--- config.mk ---
export PLATFORM = sky130hd
export DESIGN_NAME = hash_table_linear_probe_top
export DESIGN_NICKNAME = d
export VERILOG_FILES = /design/src/rtl/htlp_pkg.sv /design/src/rtl/hash_table_linear_probe_top.sv
export SDC_FILE = /design/constraint.sdc
export NUM_CORES = 2
export LEC_CHECK = 0
export BUFFER_PORTS_ARGS = -buffer_cell sky130_fd_sc_hd__buf_2
export CAP_MARGIN = 10
export CORE_MARGIN = 3
export CORE_UTILIZATION = 25
export DETAILED_ROUTE_END_ITERATION = 8
export GPL_ROUTABILITY_DRIVEN = 0
export PLACE_DENSITY_LB_ADDON = 0.2
export SLEW_MARGIN = 20
export SYNTH_ARGS = -nofsm -noshare
export SYNTH_HDL_FRONTEND = slang
export SYNTH_SLANG_ARGS = --single-unit
--- constraint.sdc ---
create_clock -name clk_i -period 21.9 [get_ports clk_i]
set_input_delay 3.285 -clock clk_i [delete_from_list [all_inputs] [get_ports clk_i]]
set_output_delay 3.285 -clock clk_i [all_outputs]
set_load 0.02 [all_outputs]
--- src/rtl/htlp_pkg.sv ---
`timescale 1ns / 1ps
// Shared types and constants for the linear-probe hash table.
// No dependencies.
package htlp_pkg;

  localparam int SLOT_COUNT = 16;
  localparam int SLOT_W     = $clog2(SLOT_COUNT);
  localparam int KEY_BYTES  = 8;
  localparam int BYTE_W     = (KEY_BYTES > 1) ? $clog2(KEY_BYTES) : 1;
  localparam int KEY_W      = 64;
  localparam int VAL_W      = 32;
  localparam int ENTRY_W    = 5;

  localparam logic [63:0] FNV_BASIS = 64'hCBF2_9CE4_8422_2325;
  localparam logic [63:0] FNV_MULT  = 64'h0000_0100_0000_01B3;
  localparam logic [SLOT_W-1:0] FNV_BASIS_LO = FNV_BASIS[SLOT_W-1:0];
  localparam logic [SLOT_W-1:0] FNV_MULT_LO  = FNV_MULT[SLOT_W-1:0];

  localparam logic [ENTRY_W-1:0] LOAD_LIMIT_RST = 5'd8;

  typedef enum logic [1:0] {
    FUNC_GET  = 2'd0,
    FUNC_SET  = 2'd1,
    FUNC_NEXT = 2'd2
  } func_e;

  typedef enum logic [2:0] {
    STAT_HIT      = 3'd0,
    STAT_INSERTED = 3'd1,
    STAT_MISS     = 3'd2,
    STAT_ZERO     = 3'd3,
    STAT_FULL     = 3'd4
  } status_e;

  typedef enum logic [2:0] {
    ST_IDLE,
    ST_HASH,
    ST_PROBE,
    ST_CMP,
    ST_SCAN,
    ST_FETCH,
    ST_RESP
  } state_e;

endpackage

--- src/rtl/hash_table_linear_probe_top.sv ---
`timescale 1ns / 1ps
// Linear-probe hash table: FNV-1a home slot, one byte per cycle, then a
// sequential probe over a 16-entry key/value memory. Depends on htlp_pkg.
//
// Get/set: accept, hash each key byte up to and including the first zero byte
// (at most 8), then probe from the home slot: an empty slot ends the probe, an
// occupied slot is read from memory and then compared; then load the output
// register. Next: accept, scan slots from start_slot, read a found slot, then
// load the output register. Unused function code and refused zero value:
// accept, then load the output register.
// One transaction in flight; a new one is taken while a result waits.
// Reset clears all occupied flags, the entry count and sets load_limit to 8.
module hash_table_linear_probe_top
  import htlp_pkg::*;
(
  input  logic               clk_i,
  input  logic               rst_ni,

  input  logic               cfg_valid_i,
  output logic               cfg_ready_o,
  input  logic [ENTRY_W-1:0] cfg_load_limit_i,

  input  logic               in_valid_i,
  output logic               in_stall_o,
  input  logic [1:0]         func_i,
  input  logic [KEY_W-1:0]   key_i,
  input  logic [VAL_W-1:0]   value_i,
  input  logic [SLOT_W-1:0]  start_slot_i,

  output logic               out_valid_o,
  input  logic               out_stall_i,
  output logic [2:0]         status_o,
  output logic [VAL_W-1:0]   found_value_o,
  output logic [KEY_W-1:0]   found_key_o,
  output logic [SLOT_W-1:0]  slot_index_o,
  output logic [ENTRY_W-1:0] entry_total_o
);

  state_e              state_q, state_d;
  func_e               func_q, func_d;
  logic [KEY_W-1:0]    nk_q, nk_d;
  logic [VAL_W-1:0]    val_q, val_d;
  logic [SLOT_W-1:0]   hash_q, hash_d;
  logic [BYTE_W-1:0]   byte_q, byte_d;
  logic [SLOT_W-1:0]   idx_q, idx_d;
  logic [SLOT_W-1:0]   n_q, n_d;
  logic [SLOT_COUNT-1:0] used_q, used_d;
  logic [ENTRY_W-1:0]  count_q, count_d;
  logic [ENTRY_W-1:0]  limit_q;
  status_e             res_status_q, res_status_d;
  logic [VAL_W-1:0]    res_val_q, res_val_d;
  logic [KEY_W-1:0]    res_key_q, res_key_d;
  logic [SLOT_W-1:0]   res_idx_q, res_idx_d;
  logic                out_valid_q, out_valid_d;
  logic [2:0]          out_status_q;
  logic [VAL_W-1:0]    out_val_q;
  logic [KEY_W-1:0]    out_key_q;
  logic [SLOT_W-1:0]   out_idx_q;
  logic [ENTRY_W-1:0]  out_total_q;
  logic                out_load;

  logic [KEY_W-1:0]    key_mem [SLOT_COUNT];
  logic [VAL_W-1:0]    val_mem [SLOT_COUNT];
  logic [KEY_W-1:0]    rd_key_q;
  logic [VAL_W-1:0]    rd_val_q;
  logic                mem_we, mem_re;

  logic                in_fire, out_free, keep;
  logic [KEY_W-1:0]    norm_key;
  logic [7:0]          cur_byte;
  logic [SLOT_W-1:0]   hx, hstep;
  logic [2*SLOT_W-1:0] hprod;
  logic                cur_used, key_match, last_probe, last_slot, room, zero_set;

  assign cfg_ready_o = 1'b1;
  assign in_stall_o  = (state_q != ST_IDLE);
  assign in_fire     = in_valid_i && !in_stall_o;
  assign out_free    = !out_valid_q || !out_stall_i;
  assign zero_set    = (func_e'(func_i) == FUNC_SET) && (value_i == '0);

  always_comb begin
    keep = 1'b1;
    for (int i = 0; i < 8; i++) begin
      keep = keep && (key_i[8*i +: 8] != 8'h00) && (i < KEY_BYTES);
      norm_key[8*i +: 8] = keep ? key_i[8*i +: 8] : 8'h00;
    end
  end

  assign cur_byte   = nk_q[8*byte_q +: 8];
  assign hx         = hash_q ^ SLOT_W'(cur_byte);
  assign hprod      = (2*SLOT_W)'(hx) * (2*SLOT_W)'(FNV_MULT_LO);
  assign hstep      = hprod[SLOT_W-1:0];
  assign cur_used   = used_q[idx_q];
  assign key_match  = (rd_key_q == nk_q);
  assign last_probe = (n_q == SLOT_W'(SLOT_COUNT - 1));
  assign last_slot  = (idx_q == SLOT_W'(SLOT_COUNT - 1));
  assign room       = (count_q < limit_q);

  always_comb begin
    state_d = state_q;
    unique case (state_q)
      ST_IDLE: begin
        if (in_fire) begin
          unique case (func_e'(func_i))
            FUNC_GET:  state_d = ST_HASH;
            FUNC_SET:  state_d = zero_set ? ST_RESP : ST_HASH;
            FUNC_NEXT: state_d = ST_SCAN;
            default:   state_d = ST_RESP;
          endcase
        end
      end
      ST_HASH: begin
        if (cur_byte == 8'h00 || byte_q == BYTE_W'(KEY_BYTES - 1)) begin
          state_d = ST_PROBE;
        end
      end
      ST_PROBE: state_d = cur_used ? ST_CMP : ST_RESP;
      ST_CMP: begin
        state_d = (key_match || last_probe) ? ST_RESP : ST_PROBE;
      end
      ST_SCAN: begin
        if (cur_used) begin
          state_d = ST_FETCH;
        end else if (last_slot) begin
          state_d = ST_RESP;
        end
      end
      ST_FETCH: state_d = ST_RESP;
      ST_RESP: begin
        if (out_free) begin
          state_d = ST_IDLE;
        end
      end
      default: state_d = ST_IDLE;
    endcase
  end

  always_comb begin
    func_d       = func_q;
    nk_d         = nk_q;
    val_d        = val_q;
    hash_d       = hash_q;
    byte_d       = byte_q;
    idx_d        = idx_q;
    n_d          = n_q;
    used_d       = used_q;
    count_d      = count_q;
    res_status_d = res_status_q;
    res_val_d    = res_val_q;
    res_key_d    = res_key_q;
    res_idx_d    = res_idx_q;
    mem_we       = 1'b0;
    mem_re       = 1'b0;
    out_load     = 1'b0;
    unique case (state_q)
      ST_IDLE: begin
        if (in_fire) begin
          func_d       = func_e'(func_i);
          nk_d         = norm_key;
          val_d        = value_i;
          hash_d       = FNV_BASIS_LO;
          byte_d       = '0;
          n_d          = '0;
          idx_d        = start_slot_i;
          res_status_d = zero_set ? STAT_ZERO : STAT_MISS;
          res_val_d    = '0;
          res_key_d    = '0;
          res_idx_d    = '0;
        end
      end
      ST_HASH: begin
        if (cur_byte != 8'h00) begin
          hash_d = hstep;
          byte_d = byte_q + BYTE_W'(1);
          idx_d  = hstep;
        end else begin
          idx_d  = hash_q;
        end
      end
      ST_PROBE: begin
        if (!cur_used) begin
          if (func_q == FUNC_SET) begin
            if (room) begin
              mem_we        = 1'b1;
              used_d[idx_q] = 1'b1;
              count_d       = count_q + ENTRY_W'(1);
              res_status_d  = STAT_INSERTED;
              res_val_d     = val_q;
              res_idx_d     = idx_q;
            end else begin
              res_status_d  = STAT_FULL;
            end
          end
        end else begin
          mem_re = 1'b1;
        end
      end
      ST_CMP: begin
        if (key_match) begin
          res_status_d = STAT_HIT;
          res_idx_d    = idx_q;
          if (func_q == FUNC_SET) begin
            mem_we    = 1'b1;
            res_val_d = val_q;
          end else begin
            res_val_d = rd_val_q;
          end
        end else if (last_probe) begin
          if (func_q == FUNC_SET) begin
            res_status_d = STAT_FULL;
          end
        end else begin
          idx_d = idx_q + SLOT_W'(1);
          n_d   = n_q + SLOT_W'(1);
        end
      end
      ST_SCAN: begin
        if (cur_used) begin
          mem_re = 1'b1;
        end else if (!last_slot) begin
          idx_d = idx_q + SLOT_W'(1);
        end
      end
      ST_FETCH: begin
        res_status_d = STAT_HIT;
        res_val_d    = rd_val_q;
        res_key_d    = rd_key_q;
        res_idx_d    = idx_q;
      end
      ST_RESP: out_load = out_free;
      default: ;
    endcase
  end

  assign out_valid_d = out_load || (out_valid_q && out_stall_i);

  always_ff @(posedge clk_i or negedge rst_ni) begin
    if (!rst_ni) begin
      state_q     <= ST_IDLE;
      used_q      <= '0;
      count_q     <= '0;
      limit_q     <= LOAD_LIMIT_RST;
      out_valid_q <= 1'b0;
    end else begin
      state_q     <= state_d;
      used_q      <= used_d;
      count_q     <= count_d;
      out_valid_q <= out_valid_d;
      if (cfg_valid_i && cfg_ready_o) begin
        limit_q <= cfg_load_limit_i;
      end
    end
  end

  always_ff @(posedge clk_i) begin
    func_q       <= func_d;
    nk_q         <= nk_d;
    val_q        <= val_d;
    hash_q       <= hash_d;
    byte_q       <= byte_d;
    idx_q        <= idx_d;
    n_q          <= n_d;
    res_status_q <= res_status_d;
    res_val_q    <= res_val_d;
    res_key_q    <= res_key_d;
    res_idx_q    <= res_idx_d;
    if (out_load) begin
      out_status_q <= res_status_q;
      out_val_q    <= res_val_q;
      out_key_q    <= res_key_q;
      out_idx_q    <= res_idx_q;
      out_total_q  <= count_q;
    end
  end

  always_ff @(posedge clk_i) begin
    if (mem_we) begin
      key_mem[idx_q] <= nk_q;
      val_mem[idx_q] <= val_q;
    end
    if (mem_re) begin
      rd_key_q <= key_mem[idx_q];
      rd_val_q <= val_mem[idx_q];
    end
  end

  assign out_valid_o   = out_valid_q;
  assign status_o      = out_status_q;
  assign found_value_o = out_val_q;
  assign found_key_o   = out_key_q;
  assign slot_index_o  = out_idx_q;
  assign entry_total_o = out_total_q;

  a_count_matches_used: assert property (@(posedge clk_i) disable iff (!rst_ni)
    ENTRY_W'($countones(used_q)) == count_q)
    else $error("entry count out of step with occupied flags");

  a_busy_after_accept: assert property (@(posedge clk_i) disable iff (!rst_ni)
    in_fire |=> (state_q != ST_IDLE))
    else $error("sequencer idle right after accepting a transaction");

  a_insert_counts: assert property (@(posedge clk_i) disable iff (!rst_ni)
    (state_q == ST_PROBE && !cur_used && func_q == FUNC_SET && room)
      |=> (count_q == $past(count_q) + ENTRY_W'(1)))
    else $error("insert did not advance entry count");

  a_inserted_slot_used: assert property (@(posedge clk_i) disable iff (!rst_ni)
    (out_valid_o && status_o == STAT_INSERTED) |-> used_q[slot_index_o])
    else $error("inserted slot not marked occupied");

endmodule

# Word level (Yosys, flattened, before mapping)
# Memory sizes are Yosys's and may differ from the RTL's. A register that Yosys moved wholly into a read port is not among the register bits.
# Cells that the tools add are included.
# totals
reg_bits	354
mem_bits_rw	1536
out_inout_bits	111
mem_count	2
# mem_list
memory	words	width	rd	rd_ports_with_merged_regs	wr	line	text
key_mem	16	64	1	1	1	hash_table_linear_probe_top.sv:62	logic [KEY_W-1:0] key_mem [SLOT_COUNT];
val_mem	16	32	1	1	1	hash_table_linear_probe_top.sv:63	logic [VAL_W-1:0] val_mem [SLOT_COUNT];
# op_classes
magnitude_cmp	3
mul	1
bitwise_logic	3
eq_ne	28
n_addsub	4
muxes	64
reduce_logical	48
shift	1
# ops
op	n
two-way mux 32 bit	6
case mux 32 bit (4 select lines)	1
case mux 64 bit (2 select lines)	1
nonzero test 8 bit	9
equality test 64 bit	1
two-way mux 64 bit	1
indexed part select 64 x 7 -> 8 bit	1
two-way mux 4 bit	14
two-way mux 3 bit	17
logical NOT 32 bit	1
case mux 4 bit (4 select lines)	2
!= test 2 bit, second input constant	12
case mux 3 bit (7 select lines)	1
AND reduction 6 bit	3
bitwise OR 16 bit	1
case mux 4 bit (2 select lines)	2
two-way mux 1 bit	13
equality test 3 bit, second input constant	4
case mux 3 bit (4 select lines)	1
AND reduction 4 bit	3
logical AND 1 bit	11
!= test 3 bit, second input constant	3
case mux 3 bit (3 select lines)	1
adder 4 x 1 -> 4 bit, second input constant	2
28 further kinds	41

# Logic depth before layout (Yosys ltp)
# logic_depth
ltp_word	8
depth_mapped	12
ltp_nobuf	10

# Worst setup path before layout
# Ideal clock, no wire load.
# synth_timing
kind	input port to flip-flop
from	in out_stall_i
to	reg out_total_q[0], in the netlist entry_total_o[0], enable pin
setup_ns	0.729
path_buffers	0
arrival_ns	11.115
setup_slack_ns	10.055
path_stages	2
path_cell_list	nand2_1 -> nor3b_1
# synth_between
elab_chain_cells	3
# synth_rtl
element	line	text
start: declaration	hash_table_linear_probe_top.sv:31	input logic out_stall_i,
logical NOT 1 bit	hash_table_linear_probe_top.sv:78	assign out_free = !out_valid_q || !out_stall_i;
logical OR 1 bit	hash_table_linear_probe_top.sv:78	
two-way mux 1 bit	hash_table_linear_probe_top.sv:155	unique case (state_q)
named net out_load	hash_table_linear_probe_top.sv:60	logic out_load;
end signal: assignment	hash_table_linear_probe_top.sv:272	out_total_q <= count_q;
end: declaration	hash_table_linear_probe_top.sv:59	logic [ENTRY_W-1:0] out_total_q;
# The timed path passes the listed nets, and every way through them passes these cells.
# A chain may end at the register's enable or synchronous reset.

# Final worst setup path
# layout_timing
from	reg nk_q[56]
to	mem key_mem[4][4], enable pin
# layout_between
elab_chain_cells	5
# layout_rtl
element	line	text
start: declaration	hash_table_linear_probe_top.sv:41	logic [KEY_W-1:0] nk_q, nk_d;
start signal: assignment	hash_table_linear_probe_top.sv:257	nk_q <= nk_d;
equality test 64 bit	hash_table_linear_probe_top.sv:94	assign key_match = (rd_key_q == nk_q);
two-way mux 1 bit	hash_table_linear_probe_top.sv:199	if (key_match) begin
case mux 1 bit (2 select lines)	hash_table_linear_probe_top.sv:155	
two-way mux 1 bit	hash_table_linear_probe_top.sv:277	if (mem_we) begin
two-way mux 1 bit (implied by the code)	hash_table_linear_probe_top.sv:278	key_mem[idx_q] <= nk_q;
end: declaration	hash_table_linear_probe_top.sv:62	
# No other way between the ends.

==> out/qor.txt <==
status: complete, no violations
met3 wire length: 9140 um
Leak: 27.8 nW
share of layout cells above drive strength 1: 31.2%
cell taking the most area after synthesis: edfxtp_1
Placement Rows: 200
DR WL met2: 110000 um
WL per Instance: 28.5 um
via count: 34700
sw power: 3.22 mW
Power Density: 126 nW/um^2
mapped cell area: 74900 um^2
global-route wire length before repair: 306000 um
crit path kind: register to register
Clk pin slew, worst setup/hold paths: 0.06 ns
EDFF count, synth: 1956
combinational share of power: 22.7%
Max H-tree Level: 4
crit share post-route: 31.7%
Root Driver: clkbuf_16
setup TNS: 0 ns
Total Routed Length: 219000 um
sequential element share of the synthesized area: 79.4%
Critical Path AT: 7.43 ns
Worst EP required: 22.39 ns
pre-CTS setup slack: 14.73 ns
Hold Slack: 0.402 ns
worst skew pair latency: 0.89 ns
Int Pwr: 7.90 mW
#FFs+latches synth: 1986
Yosys cell types: 59
Clock Power Share: 32.9%
Max Used Layer: met4
Net Sw Frac: 28.9%
TritonCTS Buffers: 225
pin count of the biggest net entering global routing: 129
Die H: 553 um
Post-synth top cells: edfxtp_1 (1956), mux4_2 (486), clkbuf_1 (107)
die area: 306000 um^2
Hold Path Class: register to register
die width: 553 um
Placed Instances: 7274
Met1 Routed Length: 94700 um
Post-Layout Cell Count: 7693
Final Hold Viols: 0
Area contributors post-synth: edfxtp_1 (78%), mux4_2 (15%), dfrtp_1 (0.97%)
Crit. End Element: register
area share of the largest cell type after synthesis: 78.4%
Area Overhead vs Synth: 18.2%
post-detail-place hpwl: 120000 um
CTS tree: built
RSZ-0062 raised after global routing: false
Max Cap Violations: 0
dominant synthesized flop cell: edfxtp_1
# port buffers: 221
syn avg cell area: 23.6 um^2
Total GRT Usage: 14.1%
Synth Instances: 3173
sequential power share: 44.4%
# hold bufs at CTS: 0
critical path fanouts, max: 35
Core Footprint: 298000 um^2
CTS max path bufs: 4
NumNets Final: 3688
DRT iter0 DRCs: 3371
CTS resizes: 0
post-synth net total: 3299
Synth async-reset ratio: 1.51%
DRC violations left: 0
Peak VDD IR: 0.115 mV
Ys Warns: 0
Final WS setup: 14.96 ns
antenna violations before repair: 13
drt pass-1 iters: 8
Clock Skew: 0.115 ns
DRT antenna net count: 0
clk sinks: 1986
Max Clock Freq: 144 MHz
vias per cell: 4.51
Initial Util: 25.2%
worst relative slew slack: 22.0%
aggregate global routing overflow: 0
Final Critical Period: 6.94 ns
vias in the first global route: 37100
Ports: 223
Worst Max-Slew Pin Slew: 1.17 ns
Post-CTS Setup Repair Bufs: 0
final setup violation count: 0
CP startpoint kind: register
Pins Over Slew Limit: 0
cell with the most instances after synthesis: edfxtp_1
-- power groups by stage --
stage / clock network (mW) / registers [mW] / logic [mW]
final: 3.66 / 4.94 / 2.52
after global placement: 0 / 5.01 / 2.61
after floorplan: 0 / 4.98 / 1.67
after CTS: 3.78 / 4.95 / 2.62
after global routing: 3.94 / 4.97 / 2.71
after detailed placement: 0 / 5.02 / 2.61
-- worst max-delay path, stage by stage, from the launching register on --
cell and delay [ns]:
edfxtp_1 0.79, xor2_1 0.33, nor4_1 0.88, buf_4 0.25, nand4_1 0.11, nor4_2 0.55
buf_4 0.27, nand3_2 0.74, a21oi_4 1.13, buf_4 0.63, buf_4 0.76
-- per-stage QoR --
stage	util (%)	instance area (um^2)	power [mW]
after floorplan	-	74900	6.66
after global placement	27.3	81300	7.62
after detailed placement	27.4	81400	7.63
after CTS	29.7	88500	11.3
after global routing	29.7	88500	11.6
final	29.7	88500	11.1
-- layer usage --
metal	vias to the layer above	global-route usage, %
met3	280	1.95
met2	847	24.2
met5	-	0
met1	19200	18.8
li1	14300	-
met4	0	3.20
-- cell type report --
| class | count | area [um^2] |
|---|---|---|
| inverters | 15 | 61.3 |
| diodes | 7 | 17.5 |
| multi-input cells | 1010 | 14900 |
| clock inverters | 132 | 1160 |
| fillers | 28800 | 209000 |
| repair buffers | 324 | 1990 |
| clock buffers | 280 | 5940 |
| well taps | 3939 | 4930 |
| flip-flops and latches | 1986 | 59500 |
-- cell families after synthesis --
group / Yosys count / share of synthesized area (%)
fa+ha+maj: 14 / 0.244
buf+inv: 177 / 0.981
flops: 1986 / 79.4
mux: 509 / 15.1
compound gates: 117 / 1.13
simple gates: 292 / 2.22
xor+xnor: 77 / 0.919
other cells: 1 / 0.00501
-- cells in the final DEF (no fill, tap or decap), types with 42 or more instances in the layout --
cell type / n
clkbuf_16: 227
nand2_1: 44
clkinv_2: 44
mux4_2: 486
xor2_1: 67
edfxtp_1: 1956
clkinv_1: 49
buf_2: 221
buf_4: 95
nor4_1: 43
and2_1: 42
clkbuf_1: 47
and3_1: 90
-- final timing paths --
check | from | end | slack, ns | depth (start not counted)
max | nk_q[56]$_SDFFCE_PN0P_ | key_mem[4][4]$_DFFE_PP_ | 14.96 | 10
min | res_val_q[10]$_DFFE_PP_ | found_value_o[10]$_DFFE_PP_ | 0.40 | 0
max reg2reg | nk_q[56]$_SDFFCE_PN0P_ | key_mem[4][4]$_DFFE_PP_ | 14.96 | 10
min reg2reg | res_val_q[10]$_DFFE_PP_ | found_value_o[10]$_DFFE_PP_ | 0.40 | 0
max in group asynchronous | rst_ni | used_q[1]$_DFFE_PN0P_ | 18.90 | 2
min in group asynchronous | rst_ni | out_valid_o$_DFF_PN0_ | 2.47 | 2
-- sequential cells by signal (all words and copies together) (netlist names), 5 cells and up --
| signal | count |
|---|---|
| limit_q | 5 |
| entry_total_o | 5 |
| res_val_q | 32 |
| found_key_o | 64 |
| rd_key_q | 64 |
| res_key_q | 64 |
| used_q | 16 |
| key_mem | 1024 |
| nk_q | 64 |
| val_mem | 512 |
| found_value_o | 32 |
| count_q | 5 |
| rd_val_q | 32 |
| val_q | 32 |
No activity file was read; power rests on OpenSTA's default activity.
